`src/sv/assert_macros.svh`:
```
`ifndef ASSERT_MACROS_SVH
`define ASSERT_MACROS_SVH

// same-cycle implication
`define ASSERT_IMP(lbl, ck, rn, ante, cons) \
    lbl: assert property (@(posedge ck) disable iff (!rn) (ante) |-> (cons)) \
        else $error("same-cycle implication violated");

// next-cycle implication
`define ASSERT_NXT(lbl, ck, rn, ante, cons) \
    lbl: assert property (@(posedge ck) disable iff (!rn) (ante) |=> (cons)) \
        else $error("next-cycle implication violated");

`endif

```
`src/sv/dpdb_pkg.sv`:
```
`timescale 1ns / 1ps

package dpdb_pkg;

    localparam int PANEL_WIDTH_DEF  = 400;
    localparam int PANEL_HEIGHT_DEF = 300;

    localparam int BOX_W = 11;

    localparam logic [2:0] ACT_WRITE = 3'd0;
    localparam logic [2:0] ACT_CLEAR = 3'd1;
    localparam logic [2:0] ACT_READ  = 3'd2;
    localparam logic [2:0] ACT_TAKE  = 3'd3;
    localparam logic [2:0] ACT_FORCE = 3'd4;

    localparam logic [7:0] LUM_R = 8'd77;
    localparam logic [7:0] LUM_G = 8'd150;
    localparam logic [7:0] LUM_B = 8'd29;

    localparam logic [7:0] SCALE5 [32] = '{
        8'd0,   8'd8,   8'd16,  8'd24,  8'd32,  8'd41,  8'd49,  8'd57,
        8'd65,  8'd74,  8'd82,  8'd90,  8'd98,  8'd106, 8'd115, 8'd123,
        8'd131, 8'd139, 8'd148, 8'd156, 8'd164, 8'd172, 8'd180, 8'd189,
        8'd197, 8'd205, 8'd213, 8'd222, 8'd230, 8'd238, 8'd246, 8'd255
    };

    // indexed by {y[1:0], x[1:0]}
    localparam logic [3:0] BAYER [16] = '{
        4'd0,  4'd8,  4'd2,  4'd10,
        4'd12, 4'd4,  4'd14, 4'd6,
        4'd3,  4'd11, 4'd1,  4'd9,
        4'd15, 4'd7,  4'd13, 4'd5
    };

    // v*255/63 == 4v + floor(v/21)
    function automatic logic [7:0] scale6(input logic [5:0] v);
        logic [1:0] adj;
        adj = (v >= 6'd42) ? 2'd2 : ((v >= 6'd21) ? 2'd1 : 2'd0);
        return {v, 2'b00} + 8'(adj) + 8'(v == 6'd63);
    endfunction

    typedef struct packed {
        logic load;
        logic calc;
        logic mem_rd;
        logic sweep;
        logic sweep_white;
        logic finish;
    } dp_cmd_t;

    typedef struct packed {
        logic [2:0] act;
        logic       sweep_last;
    } dp_status_t;

endpackage

```
`src/sv/dpdb_ctrl.sv`:
```
`timescale 1ns / 1ps

module dpdb_ctrl (
    input  logic                  clk,
    input  logic                  rst_n,
    input  logic                  start,
    input  dpdb_pkg::dp_status_t  status,
    output dpdb_pkg::dp_cmd_t     cmd,
    output logic                  busy
);
    import dpdb_pkg::*;

    typedef enum logic [5:0] {
        ST_INIT  = 6'b000001,
        ST_IDLE  = 6'b000010,
        ST_CALC  = 6'b000100,
        ST_READ  = 6'b001000,
        ST_CLEAR = 6'b010000,
        ST_FIN   = 6'b100000
    } state_t;

    state_t state_reg;
    state_t state_next;

    always_ff @(posedge clk or negedge rst_n)
    begin
        if (!rst_n)
        begin
            state_reg <= ST_INIT;
        end
        else
        begin
            state_reg <= state_next;
        end
    end

    always_comb
    begin
        state_next = state_reg;
        cmd        = '0;
        unique case (state_reg)
            ST_INIT:
            begin
                cmd.sweep       = 1'b1;
                cmd.sweep_white = 1'b1;
                if (status.sweep_last)
                begin
                    state_next = ST_IDLE;
                end
            end
            ST_IDLE:
            begin
                if (start)
                begin
                    cmd.load   = 1'b1;
                    state_next = ST_CALC;
                end
            end
            ST_CALC:
            begin
                cmd.calc   = 1'b1;
                state_next = (status.act == ACT_CLEAR) ? ST_CLEAR : ST_READ;
            end
            ST_READ:
            begin
                cmd.mem_rd = 1'b1;
                state_next = ST_FIN;
            end
            ST_CLEAR:
            begin
                cmd.sweep = 1'b1;
                if (status.sweep_last)
                begin
                    state_next = ST_FIN;
                end
            end
            ST_FIN:
            begin
                cmd.finish = 1'b1;
                state_next = ST_IDLE;
            end
            default:
            begin
                state_next = ST_IDLE;
            end
        endcase
    end

    assign busy = (state_reg != ST_IDLE);

endmodule

```
`config.mk`:
```
export PLATFORM = sky130hd
export DESIGN_NAME = dpdb_ctrl
export DESIGN_NICKNAME = d
export VERILOG_FILES = /design/src/sv/assert_macros.svh /design/src/sv/dpdb_pkg.sv /design/src/sv/dpdb_ctrl.sv
export SDC_FILE = /design/constraint.sdc
export NUM_CORES = 1
export LEC_CHECK = 0
export ABC_AREA = 0
export CORE_AREA = 5 5 42 44
export DETAILED_ROUTE_END_ITERATION = 6
export DIE_AREA = 0 0 47 49
export DONT_BUFFER_PORTS = 1
export GPL_TIMING_DRIVEN = 1
export PLACE_DENSITY_LB_ADDON = 0.15
export SYNTH_ARGS = -nofsm -noshare
export SYNTH_HDL_FRONTEND = slang
export SYNTH_SLANG_ARGS = --single-unit
export TNS_END_PERCENT = 1
```
`constraint.sdc`:
```
create_clock -name clk -period 3.4 [get_ports clk]
set_input_delay 0.51 -clock clk [delete_from_list [all_inputs] [get_ports clk]]
set_output_delay 0.51 -clock clk [all_outputs]
set_load 0.02 [all_outputs]
```
==> results.ini <==
[timing]
timing_worst_slew_pin_value_ns = 0.876
grt_setup_unrepaired = false
slew_headroom_pct = 41.1
timing.final.crit_share_pct = 72.9
timing.final.max_slew_violations = 0
timing.final.ws_setup_ns = 0.923
timing.setup.tns_ns = 0
finalCriticalPeriod_ns = 2.48
finalSetupViolCount = 0
max_freq_ghz = 0.404
fin_skew_ns = 0.00860
timing_hold_violations_final = 0

[power]
power_density_nw_per_um2 = 708
vdd_ir_drop_max_mv = 0.237
total_leakage_power_nw = 0.167

[finish]
syn2layout_area_growth_pct = 5.23
post-route-util_pct = 30.5
final_cell_mix = sky130_fd_sc_hd__nor4_1 (5), sky130_fd_sc_hd__dfrtp_1 (5), sky130_fd_sc_hd__nor2_1 (4)
drive_above_1_share_pct = 14.6
antenna-diode-count = 0
final.fill_count = 156
num-nets-final = 49
largest_register_ffs = 6

[synth]
post_synth_instance_area_sq_um = 407
synth-warning-count = 0
ys_ff_latch = 6
synthesized_area_per_cell_sq_um = 10.2
number_of_distinct_library_cell_variants_in_the_gate_level_netlist_after_synthesis = 24
mappedNetlistNets = 47
synth-seq-area-share_pct = 37.2
synthCells = 40

[routing]
routedWlPerCell_um = 15.7
detailroute.via_count = 318
drcViolationCount = 0
postRouteWirelength_um = 895
drt_iter0_drc = 2
detail-route-antenna-nets = 0
drt_first_pass_iters = 2
viasPerCell = 5.58

[setup_path]
timing_worst_setup_path_type = reg -> out
critical_path_arrival_ns = 1.97
worstPathRequired_ns = 2.89
endpoint_kind = output pin
crit_fanout = 10
setup.worst_path.start_class = register

[clocking]
htree_num_levels = 1
max-clock-path-buffers = 2
clkSlewWorstSetupHoldPaths_ns = 0.05
postCtsSetupBuffers = 0
clk-insertion-delay-late_ns = 0.24
cts-hold-fix-buffers = 1
numCtsBuffers = 3
cts_tree = built
numClockSinks = 6
cts_root_buf = sky130_fd_sc_hd__clkbuf_4
postCtsResizedCells = 0

[floorplanning]
top_level_ports = 14
floorplan.die.width_um = 47
rows = 14
die_height_um = 49
die-area_sq_um = 2300
coreArea_sq_um = 1400
initial_core_util_pct = 29.0

[global_routing]
initial_antenna_violation_count = 0
first_global_vias = 340
grt_pass1_wl_mm = 1.53
globalRouteTotalUtil_pct = 9.72
maximum_number_of_pins_on_one_net_before_global_route_repair = 12
grt_overflow_total = 0

[place]
gp_congestion = 0.809
worst_setup_slack_before_clock_tree_synthesis_ns = 1.17
io_buffers = 0
detailed_place_hpwl_um = 667

[min_path]
min_delay_path_class = in -> async

[run]
cap_viol_max_count = 0

[run_status]
run_status = complete, no violations

## cells by family after synthesis
group / after synthesis / synth area share [%]
simple gates: 21 / 37.5
buf+inv: 6 / 10.5
flops: 6 / 37.2
xor+xnor: 2 / 4.31
compound gates: 5 / 10.5
## routing by layer
layer / vias to the layer above / routed length (um) / track usage (%)
met5: - / 0 / 0
met4: 0 / 14 / 5.53
met3: 2 / 36 / 4.43
met2: 9 / 464 / 13.6
met1: 154 / 380 / 11.9
li1: 153 / - / -
## layout make-up
cell class                      instances  area [sq um]  share of cell area (%)
Clock buffer                            4          26.3                    6.14
Inverter                                2          7.51                    1.75
Multi-Input combinational cell         28           213                    49.7
Sequential cell                         6           151                    35.4
Tap cell                               16          20.0                    4.68
Timing Repair Buffer                    1          10.0                    2.34
## stage by stage
stage / cells / hold WS, ns / instance area (sq um) / total power [mW]
after CTS: 57 / 0.107 / 428 / 0.309
after global routing: 57 / 0.0931 / 428 / 0.331
final: 57 / 0.118 / 428 / 0.303
after global placement: 52 / 0.215 / 392 / 0.232
after detailed placement: 52 / 0.215 / 392 / 0.233
after floorplan: 40 / 0.214 / 407 / 0.223
## synthesized netlist by cell type
cell	n	area (sq um)
sky130_fd_sc_hd__buf_6	2	22.5
sky130_fd_sc_hd__or4b_1	2	20.0
sky130_fd_sc_hd__and3b_1	2	17.5
sky130_fd_sc_hd__a32o_1	1	10.0
sky130_fd_sc_hd__nor4_1	5	31.3
sky130_fd_sc_hd__or4b_4	1	13.8
sky130_fd_sc_hd__buf_2	1	5.00
sky130_fd_sc_hd__dfrtp_1	5	125
sky130_fd_sc_hd__nor2b_1	1	6.26
sky130_fd_sc_hd__and2_1	1	6.26
sky130_fd_sc_hd__nand2_1	1	3.75
sky130_fd_sc_hd__xnor2_1	2	17.5
sky130_fd_sc_hd__nor2_1	4	15.0
sky130_fd_sc_hd__or4_1	1	7.51
sky130_fd_sc_hd__nor3b_1	1	7.51
sky130_fd_sc_hd__a22oi_1	1	7.51
sky130_fd_sc_hd__nand3b_1	1	7.51
sky130_fd_sc_hd__nor3_4	1	16.3
sky130_fd_sc_hd__dfstp_2	1	26.3
sky130_fd_sc_hd__inv_1	2	7.51
sky130_fd_sc_hd__buf_4	1	7.51
sky130_fd_sc_hd__a311oi_1	1	8.76
sky130_fd_sc_hd__a211oi_1	1	7.51
sky130_fd_sc_hd__o311ai_0	1	8.76
## where the power goes
group | internal, mW | switching [mW]
clock network | 0.0444 | 0.0246
logic | 0.0440 | 0.0659
registers | 0.0871 | 0.0368
total | 0.175 | 0.127
## worst paths after layout
path | slack (ns) | from | to | cells past startpoint
setup / recovery | 0.92 | state_reg[4] | cmd[5] | 3
hold / removal | 0.12 | rst_n | state_reg[0] | 0
setup reg to reg | 1.82 | state_reg[4] | state_reg[0] | 3
hold reg to reg | 0.65 | state_reg[5] | state_reg[5] | 1
max in group asynchronous | 2.63 | rst_n | state_reg[2] | 1
min in group clk | 0.42 | status[0] | state_reg[5] | 2
## worst max-delay path, stage by stage, from the launching register on
cell and delay (ns):
sky130_fd_sc_hd__dfrtp_1 0.51, sky130_fd_sc_hd__nor4_1 0.47, sky130_fd_sc_hd__nand3b_1 0.34, sky130_fd_sc_hd__nor2_1 0.40
Power figures use the tool's default switching activity.
